--- config.mk ---
export PLATFORM = sky130hd
export DESIGN_NAME = round_robin_scheduler
export DESIGN_NICKNAME = d
export VERILOG_FILES = /design/src/rtl/core/rrs_pkg.sv /design/src/rtl/core/rrs_ram.sv /design/src/rtl/core/rrs_ctrl.sv /design/src/rtl/core/rrs_datapath.sv /design/src/rtl/core/round_robin_scheduler.sv
export SDC_FILE = /design/constraint.sdc
export NUM_CORES = 1
export LEC_CHECK = 0
export BUFFER_PORTS_ARGS = -buffer_cell sky130_fd_sc_hd__buf_2
export CAP_MARGIN = 20
export CORE_MARGIN = 5
export CORE_UTILIZATION = 45
export CTS_CLUSTER_DIAMETER = 100
export DETAILED_ROUTE_END_ITERATION = 10
export GPL_ROUTABILITY_DRIVEN = 0
export PLACE_DENSITY = 0.59
export SKIP_CTS_REPAIR_TIMING = 1
export SLEW_MARGIN = 20
export SYNTH_ARGS = -nofsm -noshare
export SYNTH_HDL_FRONTEND = slang
export SYNTH_SLANG_ARGS = --single-unit
export TNS_END_PERCENT = 1
--- constraint.sdc ---
create_clock -name clk_i -period 24.7 [get_ports clk_i]
set_clock_uncertainty 0.2 [all_clocks]
set_input_delay 1.235 -clock clk_i [delete_from_list [all_inputs] [get_ports clk_i]]
set_output_delay 1.235 -clock clk_i [all_outputs]
set_load 0.02 [all_outputs]
--- src/rtl/core/rrs_pkg.sv ---
// Shared types, sizes and helpers for the round-robin scheduler.
// No dependencies; every other file in rtl/core except rrs_ram refers to this package.
package rrs_pkg;

  // Sizes
  localparam int QueueDepth   = 16;
  localparam int TimeWidth    = 16;
  localparam int IdWidth      = 8;
  localparam int NeedWidth    = 16;   // width of the need_time field
  localparam int ServedWidth  = 16;   // width of served_used / served_left
  localparam int QuantumWidth = 8;
  localparam int SliceWidth   = 8;
  localparam int PtrWidth     = $clog2(QueueDepth);
  localparam int CountWidth   = $clog2(QueueDepth + 1);
  localparam int EntryWidth   = IdWidth + 2 * TimeWidth;
  localparam int InDataWidth  = 24;
  localparam int OutDataWidth = 48;

  localparam logic [QuantumWidth-1:0] QuantumReset = QuantumWidth'(2);

  typedef logic [PtrWidth-1:0]   ptr_t;
  typedef logic [CountWidth-1:0] count_t;
  typedef logic [TimeWidth-1:0]  time_t;
  typedef logic [IdWidth-1:0]    id_t;

  // Result status codes
  typedef enum logic [2:0] {
    STATUS_ADDED     = 3'd0,
    STATUS_FULL      = 3'd1,
    STATUS_ZERO_TIME = 3'd2,
    STATUS_IDLE      = 3'd3,
    STATUS_RAN       = 3'd4,
    STATUS_PREEMPTED = 3'd5,
    STATUS_FINISHED  = 3'd6
  } status_e;

  // Controller states, one-hot
  typedef enum logic [1:0] {
    CTRL_IDLE = 2'b01,
    CTRL_EXEC = 2'b10
  } ctrl_state_e;

  // Commands from controller to datapath
  typedef struct packed {
    logic    latch;      // register the item and read the queue head
    logic    exec;       // update state and load the result register
    logic    push_new;   // append the added process to the queue
    logic    dispatch;   // take the queue head as the running process
    logic    serve;      // run one time unit
    status_e add_status; // result code when no time unit is served
  } ctrl_cmd_t;

  // Status from datapath to controller
  typedef struct packed {
    logic tick;
    logic need_zero;
    logic queue_full;
    logic queue_empty;
    logic run_valid;
  } dp_status_t;

  // Ring pointer advance
  function automatic ptr_t ptr_inc(ptr_t p);
    ptr_t r;
    if (p == PtrWidth'(QueueDepth - 1)) begin
      r = '0;
    end else begin
      r = p + 1'b1;
    end
    return r;
  endfunction

endpackage

--- src/rtl/core/rrs_ram.sv ---
// Generic single-write, single-read RAM with registered read data.
// No dependencies.
module rrs_ram #(
  parameter int Width = 8,
  parameter int Depth = 16
) (
  input  logic                     clk_i,
  input  logic                     we_i,
  input  logic [$clog2(Depth)-1:0] waddr_i,
  input  logic [Width-1:0]         wdata_i,
  input  logic                     re_i,
  input  logic [$clog2(Depth)-1:0] raddr_i,
  output logic [Width-1:0]         rdata_o
);

  logic [Width-1:0] mem_q [Depth];
  logic [Width-1:0] rdata_q;

  always_ff @(posedge clk_i) begin
    if (we_i) begin
      mem_q[waddr_i] <= wdata_i;
    end
    if (re_i) begin
      rdata_q <= mem_q[raddr_i];
    end
  end

  assign rdata_o = rdata_q;

endmodule

--- src/rtl/core/rrs_ctrl.sv ---
// Scheduler controller: two-state sequencer, output valid and item decode.
// Depends on rrs_pkg.
module rrs_ctrl (
  input  logic               clk_i,
  input  logic               rst_ni,
  input  logic               in_valid_i,
  output logic               in_ready_o,
  output logic               out_valid_o,
  input  logic               out_ready_i,
  input  rrs_pkg::dp_status_t status_i,
  output rrs_pkg::ctrl_cmd_t  cmd_o
);

  rrs_pkg::ctrl_state_e state_q, state_d;
  logic out_valid_q, out_valid_d;

  // Take an item only when the result register is free by the next cycle
  assign in_ready_o = (state_q == rrs_pkg::CTRL_IDLE) && (!out_valid_q || out_ready_i);

  // Next state and command decode
  always_comb begin
    state_d            = state_q;
    cmd_o              = '0;
    cmd_o.add_status   = rrs_pkg::STATUS_ADDED;
    unique case (state_q)
      rrs_pkg::CTRL_IDLE: begin
        if (in_valid_i && in_ready_o) begin
          cmd_o.latch = 1'b1;
          state_d     = rrs_pkg::CTRL_EXEC;
        end
      end
      rrs_pkg::CTRL_EXEC: begin
        cmd_o.exec = 1'b1;
        if (!status_i.tick) begin
          if (status_i.need_zero) begin
            cmd_o.add_status = rrs_pkg::STATUS_ZERO_TIME;
          end else if (status_i.queue_full) begin
            cmd_o.add_status = rrs_pkg::STATUS_FULL;
          end else begin
            cmd_o.push_new   = 1'b1;
            cmd_o.add_status = rrs_pkg::STATUS_ADDED;
          end
        end else if (status_i.run_valid) begin
          cmd_o.serve = 1'b1;
        end else if (status_i.queue_empty) begin
          cmd_o.add_status = rrs_pkg::STATUS_IDLE;
        end else begin
          cmd_o.dispatch = 1'b1;
          cmd_o.serve    = 1'b1;
        end
        state_d = rrs_pkg::CTRL_IDLE;
      end
      default: begin
        state_d = rrs_pkg::CTRL_IDLE;
      end
    endcase
  end

  // Result valid flag
  always_comb begin
    out_valid_d = out_valid_q;
    if (out_valid_q && out_ready_i) begin
      out_valid_d = 1'b0;
    end
    if (cmd_o.exec) begin
      out_valid_d = 1'b1;
    end
  end

  always_ff @(posedge clk_i or negedge rst_ni) begin
    if (!rst_ni) begin
      state_q     <= rrs_pkg::CTRL_IDLE;
      out_valid_q <= 1'b0;
    end else begin
      state_q     <= state_d;
      out_valid_q <= out_valid_d;
    end
  end

  assign out_valid_o = out_valid_q;

endmodule

--- src/rtl/core/rrs_datapath.sv ---
// Scheduler datapath: ready-queue RAM and pointers, running process, result register.
// Depends on rrs_pkg and rrs_ram.
module rrs_datapath (
  input  logic                                 clk_i,
  input  logic                                 rst_ni,
  input  rrs_pkg::ctrl_cmd_t                   cmd_i,
  output rrs_pkg::dp_status_t                  status_o,
  input  logic                                 in_tick_i,
  input  logic [rrs_pkg::InDataWidth-1:0]      in_data_i,
  input  logic                                 cfg_we_i,
  input  logic [rrs_pkg::QuantumWidth-1:0]     cfg_wdata_i,
  output logic [rrs_pkg::OutDataWidth-1:0]     out_data_o,
  output logic [2:0]                           out_user_o
);

  // Latched item
  logic                 tick_q;
  rrs_pkg::id_t         pid_q;
  rrs_pkg::time_t       need_q;

  // Configuration
  logic [rrs_pkg::QuantumWidth-1:0] quantum_q;

  // Queue control
  rrs_pkg::ptr_t   head_q, head_d, tail_q, tail_d;
  rrs_pkg::count_t fill_q, fill_d, fill_deq;

  // Running process
  logic                           run_valid_q;
  rrs_pkg::id_t                   run_id_q;
  rrs_pkg::time_t                 run_left_q, run_used_q;
  logic [rrs_pkg::SliceWidth-1:0] slice_q;

  // RAM ports
  logic                             ram_we;
  logic [rrs_pkg::EntryWidth-1:0]   ram_wdata, ram_rdata;

  // Serve path
  rrs_pkg::id_t                     cur_id;
  rrs_pkg::time_t                   cur_left, cur_used, new_left, new_used;
  logic [rrs_pkg::SliceWidth-1:0]   cur_slice, new_slice, slice_next;
  logic [rrs_pkg::QuantumWidth-1:0] quantum_eff;
  logic                             requeue, keep_running;
  rrs_pkg::status_e                 serve_status, out_status;
  logic [rrs_pkg::OutDataWidth-1:0] out_data_d;

  logic [rrs_pkg::OutDataWidth-1:0] out_data_q;
  logic [2:0]                       out_user_q;

  rrs_ram #(
    .Width(rrs_pkg::EntryWidth),
    .Depth(rrs_pkg::QueueDepth)
  ) u_queue_ram (
    .clk_i  (clk_i),
    .we_i   (ram_we),
    .waddr_i(tail_q),
    .wdata_i(ram_wdata),
    .re_i   (cmd_i.latch),
    .raddr_i(head_q),
    .rdata_o(ram_rdata)
  );

  // Status to controller
  assign status_o.tick        = tick_q;
  assign status_o.need_zero   = (need_q == '0);
  assign status_o.queue_full  = (fill_q == rrs_pkg::CountWidth'(rrs_pkg::QueueDepth));
  assign status_o.queue_empty = (fill_q == '0);
  assign status_o.run_valid   = run_valid_q;

  // One time unit for the running or freshly dispatched process
  always_comb begin
    cur_id      = run_id_q;
    cur_left    = run_left_q;
    cur_used    = run_used_q;
    cur_slice   = slice_q;
    if (cmd_i.dispatch) begin
      cur_id    = ram_rdata[rrs_pkg::IdWidth-1:0];
      cur_left  = ram_rdata[rrs_pkg::IdWidth +: rrs_pkg::TimeWidth];
      cur_used  = ram_rdata[rrs_pkg::IdWidth + rrs_pkg::TimeWidth +: rrs_pkg::TimeWidth];
      cur_slice = '0;
    end
    new_slice   = cur_slice + rrs_pkg::SliceWidth'(1);
    new_used    = cur_used + rrs_pkg::TimeWidth'(1);
    new_left    = cur_left - rrs_pkg::TimeWidth'(1);
    fill_deq    = fill_q - rrs_pkg::CountWidth'(cmd_i.dispatch);
    quantum_eff = (quantum_q == '0) ? rrs_pkg::QuantumWidth'(1) : quantum_q;

    requeue      = 1'b0;
    keep_running = 1'b1;
    slice_next   = new_slice;
    serve_status = rrs_pkg::STATUS_RAN;
    if (new_left == '0) begin
      serve_status = rrs_pkg::STATUS_FINISHED;
      keep_running = 1'b0;
      slice_next   = '0;
    end else if (new_slice >= quantum_eff) begin
      slice_next = '0;
      if (fill_deq != rrs_pkg::CountWidth'(rrs_pkg::QueueDepth)) begin
        requeue      = 1'b1;
        keep_running = 1'b0;
        serve_status = rrs_pkg::STATUS_PREEMPTED;
      end
    end
  end

  // Queue write and pointer update
  always_comb begin
    ram_we    = cmd_i.push_new || (cmd_i.serve && requeue);
    ram_wdata = cmd_i.push_new ? {rrs_pkg::TimeWidth'(0), need_q, pid_q}
                               : {new_used, new_left, cur_id};
    head_d    = cmd_i.dispatch ? rrs_pkg::ptr_inc(head_q) : head_q;
    tail_d    = ram_we ? rrs_pkg::ptr_inc(tail_q) : tail_q;
    fill_d    = fill_deq + rrs_pkg::CountWidth'(ram_we);
  end

  // Result word: id, used, left, ready count from the low bit up
  always_comb begin
    out_data_d = '0;
    out_data_d[40 +: rrs_pkg::CountWidth] = fill_d;
    out_status = cmd_i.add_status;
    if (cmd_i.serve) begin
      out_status                 = serve_status;
      out_data_d[7:0]            = cur_id;
      out_data_d[23:8]           = rrs_pkg::ServedWidth'(new_used);
      out_data_d[39:24]          = rrs_pkg::ServedWidth'(new_left);
    end
  end

  // Control state
  always_ff @(posedge clk_i or negedge rst_ni) begin
    if (!rst_ni) begin
      quantum_q   <= rrs_pkg::QuantumReset;
      head_q      <= '0;
      tail_q      <= '0;
      fill_q      <= '0;
      run_valid_q <= 1'b0;
      run_id_q    <= '0;
      run_left_q  <= '0;
      run_used_q  <= '0;
      slice_q     <= '0;
    end else begin
      if (cfg_we_i) begin
        quantum_q <= cfg_wdata_i;
      end
      if (cmd_i.exec) begin
        head_q <= head_d;
        tail_q <= tail_d;
        fill_q <= fill_d;
      end
      if (cmd_i.serve) begin
        run_valid_q <= keep_running;
        run_id_q    <= cur_id;
        run_left_q  <= new_left;
        run_used_q  <= new_used;
        slice_q     <= slice_next;
      end
    end
  end

  // Item and result payload
  always_ff @(posedge clk_i) begin
    if (cmd_i.latch) begin
      tick_q <= in_tick_i;
      pid_q  <= in_data_i[rrs_pkg::IdWidth-1:0];
      need_q <= in_data_i[rrs_pkg::IdWidth +: rrs_pkg::TimeWidth];
    end
    if (cmd_i.exec) begin
      out_data_q <= out_data_d;
      out_user_q <= out_status;
    end
  end

  assign out_data_o = out_data_q;
  assign out_user_o = out_user_q;

endmodule

--- src/rtl/core/round_robin_scheduler.sv ---
// Round-robin time-slice scheduler, top level.
// Depends on rrs_pkg, rrs_ctrl, rrs_datapath (and through it rrs_ram).
//
// Each item passes an accept cycle, which registers it and reads the head entry of
// the ready-queue RAM, and the next cycle, which updates queue and running process
// and loads the result register; no new item is accepted before that is done. The
// single-read queue RAM with registered read data sets that split. The next item is
// accepted while a result is being taken. Quantum changes take effect on the
// following tick; quantum zero acts as one.
module round_robin_scheduler (
  input  logic                                clk_i,
  input  logic                                rst_ni,
  // Item in
  input  logic                                s_axis_tvalid,
  output logic                                s_axis_tready,
  input  logic [rrs_pkg::InDataWidth-1:0]     s_axis_tdata,  // process_id, need_time
  input  logic                                s_axis_tuser,  // command
  // Result out
  output logic                                m_axis_tvalid,
  input  logic                                m_axis_tready,
  output logic [rrs_pkg::OutDataWidth-1:0]    m_axis_tdata,  // served_id, served_used,
                                                             // served_left, ready_count
  output logic [2:0]                          m_axis_tuser,  // status
  // Quantum register
  input  logic                                cfg_we_i,
  input  logic [rrs_pkg::QuantumWidth-1:0]    cfg_wdata_i
);

  rrs_pkg::ctrl_cmd_t  cmd;
  rrs_pkg::dp_status_t status;

  rrs_ctrl u_ctrl (
    .clk_i      (clk_i),
    .rst_ni     (rst_ni),
    .in_valid_i (s_axis_tvalid),
    .in_ready_o (s_axis_tready),
    .out_valid_o(m_axis_tvalid),
    .out_ready_i(m_axis_tready),
    .status_i   (status),
    .cmd_o      (cmd)
  );

  rrs_datapath u_datapath (
    .clk_i      (clk_i),
    .rst_ni     (rst_ni),
    .cmd_i      (cmd),
    .status_o   (status),
    .in_tick_i  (s_axis_tuser),
    .in_data_i  (s_axis_tdata),
    .cfg_we_i   (cfg_we_i),
    .cfg_wdata_i(cfg_wdata_i),
    .out_data_o (m_axis_tdata),
    .out_user_o (m_axis_tuser)
  );

endmodule

== Yosys cells after proc, flatten, opt, wreduce, memory -nomap -nowiden ==
Memories as Yosys holds them, arrays and structs flattened. A register that Yosys moved wholly into a read port is not among the register bits.
Index checks and enable logic that the tools add are counted.

* Register bits: 146
* Memory bits (writable): 640
* Input bits: 38
* Output and inout port bits: 53
* Word-level logic and storage cells: 88
* Memories kept: 1

* Add/subtract/negate cells: 7
* Order comparisons: 1
* Equal/unequal tests: 7
* Multiplexer cells: 41
* Reduce and logical (&&, ||, !) cells: 14

{| class="wikitable"
|+ Memories
! memory !! depth !! bits a word !! read ports !! clocked after Yosys merged registers in !! wr ports !! line !! text
|-
| u_datapath.u_queue_ram.mem_q || 16 || 40 || 1 || 1 || 1 || rrs_ram.sv:16 || <nowiki>logic [Width-1:0] mem_q [Depth];</nowiki>
|}

{| class="wikitable"
|+ Operators by type and width
! kind !! number
|-
| $mux W40 || 1
|-
| $mux W8 || 5
|-
| $logic_not A16 Y1 || 2
|-
| $mux W16 || 2
|-
| $mux W1 || 19
|-
| $add A16 B1 Y16 const B || 1
|-
| $sub A16 B1 Y16 const B || 1
|-
| $mux W3 || 5
|-
| $mux W2 || 6
|-
| $add A4 B1 Y4 const B || 2
|-
| $add A8 B1 Y8 const B || 1
|-
| $eq A4 B4 Y1 const B || 2
|-
| $ge A8 B8 Y1 || 1
|-
| $logic_not A8 Y1 || 1
|-
| $mux W4 || 2
|-
| $mux W7 || 1
|-
| $add A5 B1 Y5 || 1
|-
| $eq A5 B5 Y1 const B || 1
|-
| $logic_not A5 Y1 || 1
|-
| $ne A5 B5 Y1 const B || 1
|-
| $sub A5 B1 Y5 || 1
|-
| $logic_and A1 B1 Y1 || 4
|-
| $reduce_and A2 Y1 || 2
|-
| $eq A2 B1 Y1 const B || 1
|-
| other kinds (5) || 6
|}

== Logic depth before layout (Yosys ltp) ==
* Depth after elaboration: 14
* Mapped depth: 27
* Mapped depth without buffers: 22

== Cells and area by module ==
From an unflattened synthesis, not the netlist that was laid out.

* Cells, all modules: 1719
* Area total of the unflattened synthesis: 33342.0 µm²

{| class="wikitable"
|+ Modules (own cells, without submodules)
! module !! times used !! cells each !! area each (µm²) !! sequential area each (µm²)
|-
| rrs_ram || 1 || 1040 || 25532.0 || 20419.6
|-
| rrs_datapath || 1 || 656 || 7573.5 || 3945.0
|-
| rrs_ctrl || 1 || 23 || 236.5 || 76.3
|}

== Least setup slack after synthesis ==
No wires, ideal clock.

* Kind: register to register
* Start: register u_datapath.fill_q[1]
* End: memory u_datapath.u_queue_ram.mem_q[4][0] (netlist bit), enable pin
* Arrival: 7.586 ns
* Data required time: 24.005 ns
* Path slack: 16.418 ns
* Cell stages (with the launch flop): 19
* Buffers on the path: 5
* Path through: dfrtp_1 -> or4_4 -> o21ai_4 -> buf_2 -> buf_2 -> buf_2 -> buf_1 -> mux2i_1 -> ha_1 -> or3b_2 -> or2_2 -> o211a_1 -> a32o_1 -> nand2_1 -> a2111oi_4 -> o31ai_4 -> buf_6 -> nand2_2 -> nor3b_1

* Cells in the longest elaborated chain, start to end: 14
* Elaborated cells between the ends (all ways): 25

{| class="wikitable"
|+ Ends and longest elaborated chain
! what !! line !! text
|-
| from (decl) || rrs_datapath.sv:26 || <nowiki>rrs_pkg::count_t fill_q, fill_d, fill_deq;</nowiki>
|-
| from (signal assigned) || rrs_datapath.sv:148 || <nowiki>fill_q <= fill_d;</nowiki>
|-
| $logic_not A5 Y1 || rrs_datapath.sv:67 || <nowiki>assign status_o.queue_empty = (fill_q == '0);</nowiki>
|-
| $mux W2 || rrs_ctrl.sv:45 || <nowiki>end else if (status_i.queue_empty) begin</nowiki>
|-
| $mux W1 || rrs_ctrl.sv:43 || <nowiki>end else if (status_i.run_valid) begin</nowiki>
|-
| $mux W2 || rrs_ctrl.sv:34 || <nowiki>if (!status_i.tick) begin</nowiki>
|-
| $mux W7 || rrs_ctrl.sv:25 || <nowiki>unique case (state_q)</nowiki>
|-
| $mux W8 or $sub A5 B1 Y5 (tied branches) || rrs_datapath.sv:76, rrs_datapath.sv:85 ||
|-
| $add A8 B1 Y8 or $ne A5 B5 Y1 (tied branches) || rrs_datapath.sv:82, rrs_datapath.sv:98 ||
|-
| $ge A8 B8 Y1 or $mux W1 (tied branches) || rrs_datapath.sv:96, rrs_datapath.sv:98 ||
|-
| $mux W1 || rrs_datapath.sv:96 || <nowiki>end else if (new_slice >= quantum_eff) begin</nowiki>
|-
| $mux W1 || rrs_datapath.sv:92 || <nowiki>if (new_left == '0) begin</nowiki>
|-
| $logic_and A1 B1 Y1 || rrs_datapath.sv:108 || <nowiki>ram_we = cmd_i.push_new || (cmd_i.serve && requeue);</nowiki>
|-
| $logic_or A1 B1 Y1 (*) || rrs_datapath.sv:108 ||
|-
| $mux W1 (*) || rrs_ram.sv:20 || <nowiki>if (we_i) begin</nowiki>
|-
| $mux W1 (not written as such) (*) || rrs_ram.sv:21 || <nowiki>mem_q[waddr_i] <= wdata_i;</nowiki>
|-
| to (decl) || rrs_ram.sv:16 ||
|}

Mark *: on every way between the ends. The rest lies on a longest branch, timed or not.

== Worst setup path in the final report ==
* Start: register u_datapath.fill_q[1]
* End: memory u_datapath.u_queue_ram.mem_q[13][35] (netlist bit), enable pin

Same word-level chain as after synthesis.

==> flow_summary.json <==
{
  "top_usage_layer": "met2",
  "drc": 0,
  "cp_num_buf_inv": 4,
  "final.setup.worst_slack_ns": 18.12,
  "critical_path_class": "register to register",
  "crit_family": "simple AND/OR/NAND/NOR gates",
  "cts_tree": "yes",
  "drive_above_1_share_pct": 20.7,
  "r2r-start": "u_datapath.fill_q[1]",
  "worst_setup_path_end_kind": "register",
  "final_cells": 3138,
  "grt_overflow_total": 0,
  "drv_cap": 0,
  "tightest_slew_ns": 0.958,
  "cp-start-kind": "register",
  "cpMaxStageDelayCell": "nor2_4",
  "critPathMaxFanout": 36,
  "grt_antenna_before_repair": 3,
  "antennaDiodeCount": 0,
  "slew_headroom_pct": 36.1,
  "track_usage_pct": 19.4,
  "final_cell_mix": "753 x edfxtp_1, 146 x mux2i_1, 120 x nand2_1",
  "cp_slowest_stage_delay_ns": 0.73,
  "fin_tns_setup_ns": 0,
  "grt_max_degree": 114,
  "async_flop_share_pct": 8.84,
  "cts_htree_levels": 3,
  "die-area_um2": 79300,
  "netlist_area_um2": 33200,
  "clock-sinks": 826,
  "grt_use_met3_pct": 3.60,
  "synthDistinctLibCells": 72,
  "layout_commonest_cell": "edfxtp_1",
  "die_w_um": 282,
  "r2r-end": "u_datapath.u_queue_ram.mem_q[13][35]",
  "critPathArrivalTime_ns": 6.66,
  "ir_worst_vdd_v": 0.0000511,
  "path_cells": "or4_4 -> o21ai_4 -> buf_4 -> buf_4 -> nand2_1 -> inv_1 -> ha_1 -> nand2_1 -> or2_2 -> xor2_1 -> nor2_1 -> ha_1 -> a2111oi_0 -> o21ai_0 -> o21ai_0 -> a31o_2 -> o31ai_4 -> nand2_2 -> nor2_4 -> buf_4",
  "pre_cts_slack_ns": 18.17,
  "synth-edff-count": 753,
  "netlist_instances": 1968,
  "start_util_pct": 45.4,
  "clkSlewWorstSetupHoldPaths_ns": 0.06,
  "fmax_ghz": 0.152,
  "hold_violations": 0,
  "cts_inserted_buffers": 87,
  "drt_pre_antenna_iters": 7,
  "cts-root-buf": "clkbuf_16",
  "fin_crit_sh_pct": 26.6,
  "clock_latency_ns": 0.64,
  "row_count": 99,
  "drtIter0Drc": 1750,
  "ff2ff_setup_slack_ns": 18.12,
  "via_per_inst": 5.76,
  "synth-seq-cells": 826,
  "wl_per_cell_um": 24.6,
  "rsz0062_at_grt": "no",
  "wirelength_um": 77300,
  "io_buffers": 87,
  "cp_common_cell": "buf_4",
  "p_per_area_nw_per_um2": 100,
  "syn_to_final_growth_pct": 13.9,
  "setup_violations": 0,
  "yosys_warnings": 0,
  "fin_crit_ns": 6.58,
  "status": "complete, no violations",
  "via_count": 18083,
  "grt_first_pass_wirelength_um": 116000,
  "placed_cells": 2976,
  "leakage_nw": 13.5,
  "synth-main-ff-cell": "edfxtp_1",
  "grt_pass1_vias": 17991,
  "required_ns": 24.78,
  "synth.avg_cell_area_um2": 16.9,
  "grt_use_met1_pct": 29.0,
  "core_um2": 73100,
  "timing.hold.ws_ns": 0.245,
  "clk_path_buf_depth": 3,
  "yosysSeqAreaShare_pct": 73.6,
  "ant_nets": 0,
  "slew_violations": 0,
  "place_hpwl_um": 48800,
  "reg2regPathDepth": 20,
  "die_h_um": 282,
  "hold_path.class": "input pin to async pin",
  "grt.met2_usage_pct": 30.0,
  "fin_nets": 2165,
  "ios": 91
}
## how the worst max path moves through the flow
stage	from	endpoint	slack (ns)	cells after the start
after floorplan	u_datapath.fill_q[1]	u_datapath.u_queue_ram.mem_q[4][0]	16.42	18
after global placement	u_datapath.fill_q[1]	u_datapath.u_queue_ram.mem_q[13][37]	18.25	20
after detailed placement	u_datapath.fill_q[1]	u_datapath.u_queue_ram.mem_q[12][35]	18.17	20
after CTS	u_datapath.fill_q[1]	u_datapath.u_queue_ram.mem_q[12][25]	18.13	20
after global routing	u_datapath.fill_q[1]	u_datapath.u_queue_ram.mem_q[13][35]	17.79	20
final	u_datapath.fill_q[1]	u_datapath.u_queue_ram.mem_q[13][35]	18.12	20
## logic make-up (layout without fill, tap and decap cells)
kind of cell	after synthesis	after routing	synth area share (%)
AO/OA/AOI/OAI	335	335	6.67
XOR/XNOR	51	51	1.34
adder cells (fa/ha/maj)	21	21	0.791
buffers and inverters	133	342	1.61
flip-flops	826	826	73.6
multiplexers	268	268	11.2
other	1	3	0.0113
AND/OR/NAND/NOR	333	333	4.74
## layer usage
layer	wire, µm	vias up
met4	1250	0
met2	35700	604
li1	-	8026
met1	35400	9356
met5	0	-
met3	4930	97
## where the power goes
part	internal, mW	leakage [nW]	switching, mW	total [mW]
registers	1.77	8.30	0.0475	1.82
clock network	0.743	1.35	0.530	1.27
logic	0.234	3.85	0.473	0.706
## cells in the mapped netlist, types with 3 or more instances
cell type | number | area share, %
nor2_1 | 90 | 1.0
nand4_1 | 4 | 0.075
nor3_1 | 11 | 0.17
a21oi_1 | 62 | 0.93
or3_1 | 9 | 0.17
clkbuf_1 | 67 | 0.76
edfxtp_1 | 753 | 68
buf_2 | 5 | 0.075
a21o_1 | 35 | 0.79
or2_2 | 4 | 0.075
a22o_1 | 9 | 0.24
xor2_1 | 22 | 0.58
a22oi_1 | 41 | 0.93
and3_1 | 4 | 0.075
a221oi_1 | 40 | 1.1
o21ai_0 | 119 | 1.8
buf_1 | 26 | 0.29
dfrtp_1 | 71 | 5.3
inv_1 | 28 | 0.32
xnor2_1 | 29 | 0.76
and2_1 | 14 | 0.26
buf_4 | 3 | 0.068
mux2_2 | 42 | 1.4
mux4_2 | 80 | 5.4
nand3_1 | 32 | 0.48
nand2b_1 | 4 | 0.075
nor4_1 | 10 | 0.19
o31ai_1 | 3 | 0.068
o211a_1 | 3 | 0.090
ha_1 | 21 | 0.79
mux2i_1 | 146 | 4.4
nand2_1 | 120 | 1.4
nor3b_1 | 12 | 0.27
nor2b_1 | 3 | 0.057
## stage by stage
stage / utilization (%) / instance area [µm²] / total power [mW]
final: 51.8 / 37800 / 3.80
after global routing: 51.8 / 37800 / 3.95
after CTS: 51.7 / 37800 / 3.82
after detailed placement: 47.9 / 35000 / 2.55
after global placement: 47.9 / 35000 / 2.53
after floorplan: - / 33200 / 2.26
## layout make-up
class	instances	area (µm²)
Tap cell	959	1200
Sequential cell	826	24500
Clock inverter	41	420
Inverter	30	116
Timing Repair Buffer	150	927
Multi-Input combinational cell	1011	8350
Fill cell	5878	35300
Clock buffer	121	2350
## registers in the layout, summed over array words and instances (netlist names), 16 cells and up
| signal | cells |
|---|---|
| u_datapath.run_left_q | 16 |
| u_datapath.u_queue_ram.mem_q | 640 |
| u_datapath.u_queue_ram.rdata_o | 40 |
| u_datapath.out_data_o | 45 |
| u_datapath.run_used_q | 16 |
| u_datapath.need_q | 16 |
Power figures use the tool's default switching activity.
